==> config.mk <==
export PLATFORM = sky130hd
export DESIGN_NAME = best_fit_bin_packer
export DESIGN_NICKNAME = d
export VERILOG_FILES = /design/src/hdl/bfbp_pkg.sv /design/src/hdl/bfbp_bin_mem.sv /design/src/hdl/bfbp_scan_ctrl.sv /design/src/hdl/best_fit_bin_packer.sv
export SDC_FILE = /design/constraint.sdc
export NUM_CORES = 1
export LEC_CHECK = 0
export BUFFER_PORTS_ARGS = -buffer_cell sky130_fd_sc_hd__clkbuf_2
export CAP_MARGIN = 20
export CORE_MARGIN = 5
export CORE_UTILIZATION = 68
export DETAILED_ROUTE_END_ITERATION = 7
export HOLD_SLACK_MARGIN = 0.08
export PLACE_DENSITY_LB_ADDON = 0.1
export SLEW_MARGIN = 15
export SYNTH_ARGS = -nofsm -noshare
export SYNTH_HDL_FRONTEND = slang
export SYNTH_SLANG_ARGS = --single-unit
export TNS_END_PERCENT = 10
==> constraint.sdc <==
create_clock -name clk -period 11.01 [get_ports clk]
set_clock_uncertainty 0.05 [all_clocks]
set_input_delay 0 -clock clk [delete_from_list [all_inputs] [get_ports clk]]
set_output_delay 0 -clock clk [all_outputs]
set_load 0.01 [all_outputs]
==> src/hdl/bfbp_pkg.sv <==
`default_nettype none

package bfbp_pkg;

  // Number of bins the storage can hold.
  localparam int MAX_BINS = 64;

  // Bin address width and the width of a count that can hold MAX_BINS itself.
  localparam int BIN_W = (MAX_BINS > 1) ? $clog2(MAX_BINS) : 1;
  localparam int CNT_W = $clog2(MAX_BINS + 1);

  localparam int SIZE_W     = 16;
  localparam int IDX_OUT_W  = 6;
  localparam int USED_OUT_W = 7;
  localparam int STATUS_W   = 2;

  localparam logic [CNT_W-1:0]  MAX_BINS_CNT = CNT_W'(MAX_BINS);
  localparam logic [SIZE_W-1:0] CAP_RESET    = 16'd100;

  // Result status codes.
  localparam logic [STATUS_W-1:0] ST_PLACED   = 2'd0;
  localparam logic [STATUS_W-1:0] ST_OVERSIZE = 2'd1;
  localparam logic [STATUS_W-1:0] ST_NO_BIN   = 2'd2;

  typedef logic [SIZE_W-1:0] size_t;

  // Requests from the scan controller to the bin storage.
  typedef struct packed {
    logic             rd_en;
    logic [BIN_W-1:0] rd_addr;
    logic             wr_en;
    logic [BIN_W-1:0] wr_addr;
    size_t            wr_data;
  } mem_req_t;

  // One finished result.
  typedef struct packed {
    logic [IDX_OUT_W-1:0]  bin_index;
    logic                  opened_new_bin;
    logic [USED_OUT_W-1:0] bins_used;
    logic [STATUS_W-1:0]   status;
  } result_t;

endpackage

`default_nettype wire

==> src/hdl/bfbp_bin_mem.sv <==
`default_nettype none

module bfbp_bin_mem (
  input  logic                        clk,
  input  bfbp_pkg::mem_req_t          req,
  output logic [bfbp_pkg::SIZE_W-1:0] rd_data
);
  import bfbp_pkg::*;

  // Remaining space of each bin; one write and one registered read per cycle.
  size_t bin_rem_r [MAX_BINS];
  size_t rd_data_r;

  always_ff @(posedge clk) begin
    if (req.wr_en) begin
      bin_rem_r[req.wr_addr] <= req.wr_data;
    end
    if (req.rd_en) begin
      rd_data_r <= bin_rem_r[req.rd_addr];
    end
  end

  assign rd_data = rd_data_r;

endmodule

`default_nettype wire

==> src/hdl/bfbp_scan_ctrl.sv <==
`default_nettype none

module bfbp_scan_ctrl (
  input  logic                        clk,
  input  logic                        rst_n,
  input  logic                        item_accept,
  input  logic [bfbp_pkg::SIZE_W-1:0] item_size,
  input  logic                        item_clear,
  input  logic [bfbp_pkg::SIZE_W-1:0] capacity,
  input  logic [bfbp_pkg::SIZE_W-1:0] rd_data,
  input  logic                        res_take,
  output logic                        idle,
  output bfbp_pkg::mem_req_t          mem_req,
  output logic                        res_valid,
  output bfbp_pkg::result_t           result
);
  import bfbp_pkg::*;

  typedef enum logic [2:0] {
    S_IDLE = 3'b001,
    S_SCAN = 3'b010,
    S_DONE = 3'b100
  } state_t;

  state_t           state_r,     state_nxt;
  size_t            size_r,      size_nxt;
  logic [CNT_W-1:0] cnt_r,       cnt_nxt;
  logic [CNT_W-1:0] rd_idx_r,    rd_idx_nxt;
  logic             pend_r,      pend_nxt;
  logic [BIN_W-1:0] pend_idx_r,  pend_idx_nxt;
  logic             found_r,     found_nxt;
  size_t            best_left_r, best_left_nxt;
  logic [BIN_W-1:0] best_idx_r,  best_idx_nxt;
  result_t          res_r,       res_nxt;

  logic  fit;
  logic  better;
  size_t left;

  // Compare stage: the read issued last cycle returns one bin's remaining space.
  assign fit    = pend_r && (rd_data >= size_r);
  assign left   = rd_data - size_r;
  assign better = fit && (!found_r || (left < best_left_r));

  always_comb begin
    state_nxt     = state_r;
    size_nxt      = size_r;
    cnt_nxt       = cnt_r;
    rd_idx_nxt    = rd_idx_r;
    pend_nxt      = pend_r;
    pend_idx_nxt  = pend_idx_r;
    found_nxt     = found_r;
    best_left_nxt = best_left_r;
    best_idx_nxt  = best_idx_r;
    res_nxt       = res_r;
    mem_req       = '0;
    mem_req.rd_addr = rd_idx_r[BIN_W-1:0];

    unique case (state_r)
      S_IDLE: begin
        if (item_accept) begin
          size_nxt   = item_size;
          cnt_nxt    = item_clear ? '0 : cnt_r;
          rd_idx_nxt = '0;
          pend_nxt   = 1'b0;
          found_nxt  = 1'b0;
          if (item_size > capacity) begin
            res_nxt.bin_index      = '0;
            res_nxt.opened_new_bin = 1'b0;
            res_nxt.bins_used      = USED_OUT_W'(cnt_nxt);
            res_nxt.status         = ST_OVERSIZE;
            state_nxt              = S_DONE;
          end else begin
            state_nxt = S_SCAN;
          end
        end
      end

      S_SCAN: begin
        if (better) begin
          found_nxt     = 1'b1;
          best_left_nxt = left;
          best_idx_nxt  = pend_idx_r;
        end
        if (rd_idx_r < cnt_r) begin
          mem_req.rd_en = 1'b1;
          rd_idx_nxt    = rd_idx_r + 1'b1;
          pend_nxt      = 1'b1;
          pend_idx_nxt  = rd_idx_r[BIN_W-1:0];
        end else begin
          pend_nxt = 1'b0;
          // All reads compared: update the chosen bin, open one or flag no bin.
          if (!pend_r) begin
            state_nxt = S_DONE;
            if (found_r) begin
              mem_req.wr_en          = 1'b1;
              mem_req.wr_addr        = best_idx_r;
              mem_req.wr_data        = best_left_r;
              res_nxt.bin_index      = IDX_OUT_W'(best_idx_r);
              res_nxt.opened_new_bin = 1'b0;
              res_nxt.bins_used      = USED_OUT_W'(cnt_r);
              res_nxt.status         = ST_PLACED;
            end else if (cnt_r < MAX_BINS_CNT) begin
              mem_req.wr_en          = 1'b1;
              mem_req.wr_addr        = cnt_r[BIN_W-1:0];
              mem_req.wr_data        = capacity - size_r;
              cnt_nxt                = cnt_r + 1'b1;
              res_nxt.bin_index      = IDX_OUT_W'(cnt_r);
              res_nxt.opened_new_bin = 1'b1;
              res_nxt.bins_used      = USED_OUT_W'(cnt_nxt);
              res_nxt.status         = ST_PLACED;
            end else begin
              res_nxt.bin_index      = '0;
              res_nxt.opened_new_bin = 1'b0;
              res_nxt.bins_used      = USED_OUT_W'(cnt_r);
              res_nxt.status         = ST_NO_BIN;
            end
          end
        end
      end

      S_DONE: begin
        if (res_take) begin
          state_nxt = S_IDLE;
        end
      end

      default: begin
        state_nxt = S_IDLE;
      end
    endcase
  end

  always_ff @(posedge clk) begin
    if (!rst_n) begin
      state_r  <= S_IDLE;
      cnt_r    <= '0;
      rd_idx_r <= '0;
      pend_r   <= 1'b0;
      found_r  <= 1'b0;
    end else begin
      state_r  <= state_nxt;
      cnt_r    <= cnt_nxt;
      rd_idx_r <= rd_idx_nxt;
      pend_r   <= pend_nxt;
      found_r  <= found_nxt;
    end
  end

  always_ff @(posedge clk) begin
    size_r      <= size_nxt;
    pend_idx_r  <= pend_idx_nxt;
    best_left_r <= best_left_nxt;
    best_idx_r  <= best_idx_nxt;
    res_r       <= res_nxt;
  end

  assign idle      = (state_r == S_IDLE);
  assign res_valid = (state_r == S_DONE);
  assign result    = res_r;

endmodule

`default_nettype wire

==> src/hdl/best_fit_bin_packer.sv <==
`default_nettype none

// Online best-fit bin packer. Each transfer on the input channel carries one
// item size and a flag that empties all bins before the item is placed; each
// item gives exactly one result transfer with the bin that took it, whether a
// new bin was opened, the number of open bins and a status (placed, item
// larger than the capacity, or no bin left). The remaining space of every bin
// sits in a 64-entry synchronous memory; the controller reads the open bins
// one per cycle through its single read port, keeps the best fit (lowest index
// on a tie) and writes the chosen entry back. The next item is taken only
// once the controller has handed the last result on; an oversized item skips
// the scan. A finished result waits in an output register, so the next item
// is taken while it is still stalled.
// The capacity register (reset value 100) is written through the cfg port and
// must only be changed while no item is in flight.
module best_fit_bin_packer (
  input  logic                            clk,
  input  logic                            rst_n,

  input  logic                            in_valid,
  output logic                            in_stall,
  input  logic [bfbp_pkg::SIZE_W-1:0]     in_item_size,
  input  logic                            in_start_new_set,

  output logic                            out_valid,
  input  logic                            out_stall,
  output logic [bfbp_pkg::IDX_OUT_W-1:0]  out_bin_index,
  output logic                            out_opened_new_bin,
  output logic [bfbp_pkg::USED_OUT_W-1:0] out_bins_used,
  output logic [bfbp_pkg::STATUS_W-1:0]   out_status,

  input  logic                            cfg_valid,
  output logic                            cfg_ready,
  input  logic [bfbp_pkg::SIZE_W-1:0]     cfg_bin_capacity
);
  import bfbp_pkg::*;

  size_t    cap_r;
  logic     ctrl_idle;
  logic     res_valid;
  logic     res_take;
  result_t  result;
  mem_req_t mem_req;
  size_t    rd_data;
  logic     out_valid_r;
  result_t  out_res_r;

  // Every write is taken; users must write only while idle (not enforced).
  assign cfg_ready = 1'b1;

  always_ff @(posedge clk) begin
    if (!rst_n) begin
      cap_r <= CAP_RESET;
    end else if (cfg_valid && cfg_ready) begin
      cap_r <= cfg_bin_capacity;
    end
  end

  // A new item is taken whenever the controller has handed off its last result.
  assign in_stall = !ctrl_idle;

  bfbp_scan_ctrl u_ctrl (
    .clk         (clk),
    .rst_n       (rst_n),
    .item_accept (in_valid && !in_stall),
    .item_size   (in_item_size),
    .item_clear  (in_start_new_set),
    .capacity    (cap_r),
    .rd_data     (rd_data),
    .res_take    (res_take),
    .idle        (ctrl_idle),
    .mem_req     (mem_req),
    .res_valid   (res_valid),
    .result      (result)
  );

  bfbp_bin_mem u_mem (
    .clk     (clk),
    .req     (mem_req),
    .rd_data (rd_data)
  );

  // Output register: loads when empty or when its current result transfers.
  assign res_take = res_valid && (!out_valid_r || !out_stall);

  always_ff @(posedge clk) begin
    if (!rst_n) begin
      out_valid_r <= 1'b0;
    end else if (res_take) begin
      out_valid_r <= 1'b1;
    end else if (!out_stall) begin
      out_valid_r <= 1'b0;
    end
  end

  always_ff @(posedge clk) begin
    if (res_take) begin
      out_res_r <= result;
    end
  end

  assign out_valid          = out_valid_r;
  assign out_bin_index      = out_res_r.bin_index;
  assign out_opened_new_bin = out_res_r.opened_new_bin;
  assign out_bins_used      = out_res_r.bins_used;
  assign out_status         = out_res_r.status;

  // An accepted item keeps the controller busy for at least the next cycle.
  a_busy_after_accept: assert property (@(posedge clk) disable iff (!rst_n)
    (in_valid && !in_stall) |=> in_stall)
    else $error("item accepted twice in a row");

  // A rejected item never names a bin or opens one.
  a_reject_fields: assert property (@(posedge clk) disable iff (!rst_n)
    (out_valid && (out_status != ST_PLACED)) |->
      ((out_bin_index == '0) && !out_opened_new_bin))
    else $error("rejected item carries a bin");

  // A freshly opened bin is always the highest open one.
  a_new_bin_last: assert property (@(posedge clk) disable iff (!rst_n)
    (out_valid && out_opened_new_bin) |->
      ((out_status == ST_PLACED) &&
       (out_bin_index == IDX_OUT_W'(out_bins_used - 1'b1))))
    else $error("new bin index does not match bin count");

endmodule

`default_nettype wire

==> results.sh, run 1 <==
export IMPL_synth_seq_area_share=0.737
export IMPL_layout_min_cycle_time_ns=4.84
export IMPL_synthTopCellsByArea="edfxtp_1, mux4_2, ha_1"
export IMPL_post_synth_inst_count=2404
export IMPL_design_die_area_um2=73600
export IMPL_grt_use_total=0.317
export IMPL_globalplace_congestion=0.913
export IMPL_number_of_library_cell_types_mapped_by_synthesis=75
export IMPL_rsz0062_at_grt="no"
export IMPL_kind_of_start_point_of_the_critical_path="flop"
export IMPL_drive_above_1_share=0.220
export IMPL_synthesis_area_per_instance_um2=19.3
export IMPL_most_common_cell_in_the_netlist="edfxtp_1"
export IMPL_netSwitchingPower_mw=1.75
export IMPL_h_tree_depth=3
export IMPL_synthArstFlopShare=0
export IMPL_post_route_period_util=0.440
export IMPL_pin_slew_with_the_least_headroom_to_its_limit_ns=1.02
export IMPL_finalHoldViolations=0
export IMPL_share_seq_of_total_power=0.550
export IMPL_route_antenna_remaining_nets=0
export IMPL_cap_violations=0
export IMPL_synth_edf_count=1116
export IMPL_worst_hold_slack_ns=0.0842
export IMPL_area_growth_pct=12.8
export IMPL_synth_area_leader_cell="edfxtp_1"
export IMPL_syn_cell_area_um2=46400
export IMPL_fmaxAchievable_ghz=0.206
export IMPL_switching_share_of_total_power=0.201
export IMPL_power_frac_comb=0.027
export IMPL_synth_top_cell_area_share=0.722
export IMPL_largest_net_degree_at_the_start_of_global_routing=120
export IMPL_crit_fanout=17
export IMPL_clock_pin_transition_on_the_worst_setup_and_hold_timing_paths_ns=0.06
export IMPL_critical_path_cell_chain="ha_1 -> fa_1 -> nand2b_1 -> a21oi_1 -> a21oi_1 -> o311ai_0 -> o21a_1 -> nor2_1 -> xnor2_1 -> ha_1 -> nand2_1 -> o21ai_0 -> a221oi_1 -> o21ai_0 -> a21o_1 -> a31oi_2 -> buf_4"
export IMPL_effective_utilization_at_floorplan=0.689
export IMPL_worst_endpoint_required_ns=11.32
export IMPL_setup_viol_count_final=0
export IMPL_drt_pass1_iter_count=6
export IMPL_synthFlopType="edfxtp_1"
export IMPL_worst_hold_path_type="input port to flop"
export IMPL_crit_type="flop to flop"
export IMPL_setup_total_negative_slack_ns=0
export IMPL_overflow=0
export IMPL_chip_width_um=271
export IMPL_numCtsBuffers=107
export IMPL_io_pins=57
export IMPL_crit_buf_inv=1
export IMPL_grt_antenna_before_repair=5
export IMPL_rows=95
export IMPL_end_kind="flop"
export IMPL_clock_latency_ns=0.67
export IMPL_cts_path_max_buffers=3
export IMPL_final_net_count=2766
export IMPL_dieHeight_um=271
export IMPL_synth_fp_nets=2516
export IMPL_first_global_vias=25400
export IMPL_routed_wire_length_per_instance_um=32.1
export IMPL_synth_ff_latch_count=1152
export IMPL_tritoncts_num_sinks=1152
export IMPL_core_region_area_um2=67400
export IMPL_power_per_cell_area_nw_per_um2=166
export IMPL_cts_tree="yes"
export IMPL_port_buffer_count=55
export IMPL_critical_path_max_stage_delay_ns=0.49
export IMPL_route_detailed_vias_per_inst=7.01
export IMPL_post_cts_buffers=0
export IMPL_remaining_drc_errors=0
export IMPL_timing_critical_path_arrival_ns=5.15
export IMPL_p_int_mw=6.94
export IMPL_slew_headroom=0.312
export IMPL_outcome="finished, final reports clean"
export IMPL_path_delay_family="compound AO/OA/AOI/OAI gates"
export IMPL_clkPwrFrac=0.423
export IMPL_ir_worst_vdd_mv=0.165
export IMPL_clock_tree_root_cell="clkbuf_16"
export IMPL_grt_pass1_wl_um=170000
export IMPL_static_leakage_power_nw=18.1
export IMPL_yosys_warnings=0
export IMPL_drt_first_iter_violations=3481
export IMPL_place_hpwl_um=68700
export IMPL_slew_violations=0
export IMPL_ys_top_cells_by_count="edfxtp_1, mux4_2, nor2_1, nand2_1, a21oi_1"
export IMPL_drt_total_wl_um=116000
export IMPL_cpMaxStageDelayCell="o311ai_0"
export IMPL_vias=25400
## power by group through the flow
stage          Combinational [mW]  Sequential, mW  Clock, mW
6_report                    0.232            4.78       3.68
5_1_grt                     0.250            4.77       3.92
4_1_cts                     0.220            4.78       3.71
3_5_place_dp                0.190            4.87          0
3_3_place_gp                0.183            4.87          0
2_1_floorplan               0.127            4.87          0
## metal layers
| layer | global-route usage | vias up | wire (um) |
|---|---|---|---|
| met5 | 0 | - | 42 |
| met4 | 0.114 | 6 | 4670 |
| met3 | 0.0775 | 289 | 13300 |
| met2 | 0.494 | 1739 | 55700 |
| met1 | 0.450 | 13000 | 42300 |
| li1 | - | 10400 | - |
## worst register-to-register path: stages (launching register included)
cell,delay (ns)
edfxtp_1,0.40
ha_1,0.24
fa_1,0.41
nand2b_1,0.16
a21oi_1,0.33
a21oi_1,0.25
o311ai_0,0.49
o21a_1,0.17
nor2_1,0.04
xnor2_1,0.22
ha_1,0.28
nand2_1,0.08
o21ai_0,0.08
a221oi_1,0.27
o21ai_0,0.12
a21o_1,0.19
a31oi_2,0.39
buf_4,0.35
## per-stage QoR
stage	std cells	setup slack [ns]	area, um^2	total power, mW	utilization
finish	3619	6.17	52400	8.69	0.777
global placement	3322	6.31	48000	5.05	0.712
floorplan	2404	6.16	46400	4.99	-
detailed placement	3322	6.19	48000	5.06	0.712
global route	3617	5.85	52400	8.95	0.777
CTS	3614	6.21	52400	8.70	0.777
## timing repair
action                                 in CTS  in global routing
resized for setup                           0                  0
endpoints found under the hold margin      74                  1
hold buffers                               95                  1
## worst paths after layout
kind	startpoint	endpoint	slack, ns	depth (start not counted)
max	u_ctrl.size_r[0]$_DFFE_PP_	u_ctrl.best_left_r[2]$_DFFE_PP_	6.17	17
min	in_item_size[0]	u_ctrl.size_r[0]$_DFFE_PP_	0.08	2
max reg2reg	u_ctrl.size_r[0]$_DFFE_PP_	u_ctrl.best_left_r[2]$_DFFE_PP_	6.17	17
min reg2reg	u_ctrl.pend_idx_r[4]$_DFFE_PP_	u_ctrl.best_idx_r[4]$_DFFE_PP_	0.36	0
## cells in the final DEF, fill, tap and decap left out, drive strengths merged, types with 12 or more instances in the layout
cell         count
inv             69
o21ai           42
clkinv          50
xnor2           14
ha              72
a221oi          18
xor2            15
nand2           80
dfxtp           36
buf            101
dlygate4sd3     96
nand3           19
nor2b           30
nor2           139
mux4           256
a22oi           45
edfxtp        1116
mux2i           16
nor3            26
nand2b          16
o22ai           40
nand4           17
bufinv          12
clkbuf         178
a21oi           73
a22o            24
## sequential cells by signal, indices dropped and copies added, names as in the netlist, 2 cells and up
name                count
u_mem.rd_data          16
u_ctrl.best_idx_r       6
cap_r                  16
u_ctrl.state_r          3
out_bins_used           7
u_ctrl.cnt_r            7
out_status              2
u_mem.bin_rem_r      1024
u_ctrl.pend_idx_r       6
u_ctrl.rd_idx_r         7
u_ctrl.size_r          16
out_bin_index           6
u_ctrl.result          16
u_ctrl.best_left_r     16
## layout make-up
cell class	count	area, um^2
well taps	873	1090
diodes	4	10.0
fillers	3458	15000
repair buffers	252	2010
inverters	65	244
clock inverters	74	701
flip-flops and latches	1152	34200
clock buffers	123	2760
multi-input cells	1076	11300
## cells by family after synthesis
group | Yosys count | synth area share
other | 1 | 0.0000808
AOI/OAI and AO/OA | 333 | 0.0494
buffers and inverters | 176 | 0.0209
DFF | 1152 | 0.737
and+or+nand+nor | 357 | 0.0358
muxes | 282 | 0.131
xor gates and xnor gates | 29 | 0.00547
adders and majority gates | 74 | 0.0203
Power figures use the tool's default switching activity.
==> inputs of run 2 (changes only) <==
Settings changed: CORE_UTILIZATION 68 to 63.
Clock period 11.01 ns to 5 ns, I/O delays scaled along.
==> run 2 against run 1 <==
Effect of this change: clock power grew 120%; global-route usage shrank 2.7 points; maximum frequency grew 6.1%; non-clock buffer count grew 30; die area grew 7.6%; wire length shrank 2.1%; sequential cell count is the same; cell area grew 1.1%; combinational power grew 120%.
==> results.sh, run 2 (synthesis gave the netlist of run 1 again) <==
export IMPL_outcome="finished, final reports clean"
export IMPL_critical_path_max_stage_delay_ns=0.54
export IMPL_met2_wirelength_um=54200
export IMPL_slew_violations=0
export IMPL_vias=25100
export IMPL_route_antenna_remaining_nets=0
export IMPL_slew_headroom=0.342
export IMPL_fmaxAchievable_ghz=0.219
export IMPL_crit_buf_inv=1
export IMPL_drive_above_1_share=0.224
export IMPL_setup_worst_path_start="u_ctrl.size_r[0]$_DFFE_PP_"
export IMPL_rows=99
export IMPL_first_global_vias=25200
export IMPL_globalplace_congestion=1.00
export IMPL_worst_endpoint_required_ns=5.31
export IMPL_drt_pass1_iter_count=5
export IMPL_power_per_cell_area_nw_per_um2=363
export IMPL_setup_total_negative_slack_ns=0
export IMPL_cts_path_max_buffers=3
export IMPL_endpoint="u_ctrl.best_left_r[15]$_DFFE_PP_"
export IMPL_cts_tree="yes"
export IMPL_largest_net_degree_at_the_start_of_global_routing=90
export IMPL_overflow=0
export IMPL_clock_pin_transition_on_the_worst_setup_and_hold_timing_paths_ns=0.06
export IMPL_timing_critical_path_arrival_ns=4.87
export IMPL_ir_worst_vdd_mv=0.311
export IMPL_largest_register_ffs=1024
export IMPL_area_growth_pct=14.0
export IMPL_setup_viol_count_final=0
export IMPL_core_region_area_um2=73100
export IMPL_effective_utilization_at_floorplan=0.635
export IMPL_kind_of_start_point_of_the_critical_path="flop"
export IMPL_routed_wire_length_per_instance_um=30.4
export IMPL_design_die_area_um2=79200
export IMPL_port_buffer_count=55
export IMPL_pin_slew_with_the_least_headroom_to_its_limit_ns=0.985
export IMPL_grt_antenna_before_repair=2
export IMPL_layout_min_cycle_time_ns=4.56
export IMPL_critical_path_depth=17
export IMPL_numCtsBuffers=111
export IMPL_grt_use_total=0.290
export IMPL_timing_rr_start="u_ctrl.size_r[0]$_DFFE_PP_"
export IMPL_r2r_end="u_ctrl.best_left_r[15]$_DFFE_PP_"
export IMPL_h_tree_depth=3
export IMPL_drt_first_iter_violations=3058
export IMPL_place_hpwl_um=67800
export IMPL_path_delay_family="compound AO/OA/AOI/OAI gates"
export IMPL_dieHeight_um=281
export IMPL_final_net_count=2800
export IMPL_io_pins=57
export IMPL_crit_fanout=12
export IMPL_reg2reg_slack_ns=0.44
export IMPL_m1WireLength_um=44300
export IMPL_clock_tree_root_cell="clkbuf_16"
export IMPL_cap_violations=0
export IMPL_largest_register="u_mem.bin_rem_r"
export IMPL_cpMaxStageDelayCell="o311ai_0"
export IMPL_route_detailed_vias_per_inst=6.71
export IMPL_grt_pass1_wl_um=168000
export IMPL_post_route_period_util=0.913
export IMPL_tritoncts_num_sinks=1152
export IMPL_remaining_drc_errors=0
export IMPL_clock_latency_ns=0.70
export IMPL_critical_path_cell_chain="ha_1 -> fa_1 -> nand2b_1 -> a21oi_1 -> a21oi_1 -> o311ai_0 -> o21a_1 -> nor2_1 -> xnor2_1 -> ha_1 -> nand2_1 -> o21ai_0 -> a221oi_1 -> o21ai_0 -> a21o_1 -> a31oi_2 -> buf_4"
export IMPL_crit_type="flop to flop"
export IMPL_met3_wirelength_um=11300
export IMPL_worst_hold_slack_ns=0.347
export IMPL_mostFrequentLayoutCell="edfxtp_1"
export IMPL_mostFrequentLayoutCells="edfxtp_1, mux4_2, nor2_1"
export IMPL_worstRegToRegCells=17
export IMPL_chip_width_um=281
export IMPL_worst_hold_path_type="flop to flop"
export IMPL_static_leakage_power_nw=18.1
export IMPL_finalHoldViolations=0
export IMPL_rsz0062_at_grt="no"
export IMPL_drt_total_wl_um=114000
export IMPL_end_kind="flop"
export IMPL_dr_top_layer="met5"
export IMPL_post_cts_buffers=0
run 2: metrics by stage:
stage | std cells | setup slack, ns | instance area (um^2) | utilization | power [mW]
5_1_grt | 3736 | 0.148 | 52900 | 0.724 | 19.8
6_report | 3740 | 0.437 | 52900 | 0.724 | 19.2
3_3_place_gp | 3432 | 0.630 | 48400 | 0.662 | 11.1
2_1_floorplan | 2404 | 0.148 | 46400 | - | 11.0
4_1_cts | 3736 | 0.501 | 52900 | 0.724 | 19.3
3_5_place_dp | 3432 | 0.568 | 48400 | 0.662 | 11.1
run 2: per-layer routing:
metal / global-route usage / vias to the layer above
li1: - / 10500
met5: 0 / -
met1: 0.425 / 13000
met4: 0.0935 / 2
met3: 0.0634 / 236
met2: 0.448 / 1409
run 2: report_power, final:
group,internal (mW),leakage (nW),switching (mW)
clock,4.65,1.72,3.53
combinational,0.211,5.09,0.308
sequential,10.5,11.3,0.0198
run 2: how the worst min path moves through the flow:
stage	startpoint	cells after the start	end	slack (ns)
global placement	in_item_size[4]	1	u_ctrl.size_r[4]$_DFFE_PP_	0.17
detailed placement	in_item_size[6]	1	u_ctrl.size_r[6]$_DFFE_PP_	0.16
floorplan	in_item_size[0]	0	u_ctrl.size_r[0]$_DFFE_PP_	0.05
CTS	out_stall	4	out_status[1]$_DFFE_PP_	0.31
global route	u_ctrl.result[1]$_SDFFCE_PP0P_	0	out_status[1]$_DFFE_PP_	0.37
finish	u_ctrl.result[1]$_SDFFCE_PP0P_	0	out_status[1]$_DFFE_PP_	0.35
run 2: timing repair:
item / 4_1_cts / 5_1_grt
hold buffers: 102 / 0
hold endpoints to repair: 75 / 0
gates resized for setup: 0 / 0
run 2: area by class of cell:
class | instances | area (um^2)
Inverter | 65 | 244
Clock inverter | 61 | 637
Antenna cell | 4 | 10.0
Multi-Input combinational cell | 1076 | 11300
Timing Repair Buffer | 282 | 2350
Clock buffer | 141 | 2920
Tap cell | 959 | 1200
Fill cell | 4253 | 20100
Sequential cell | 1152 | 34200
run 2: worst reg2reg max path, delay by kind of cell (launching register included):
family / cells / cell delay [ns]
buf+inv: 1 / 0.25
flops: 1 / 0.40
simple gates: 3 / 0.29
compound gates: 9 / 2.14
fa+ha+maj: 3 / 0.92
xor+xnor: 1 / 0.20
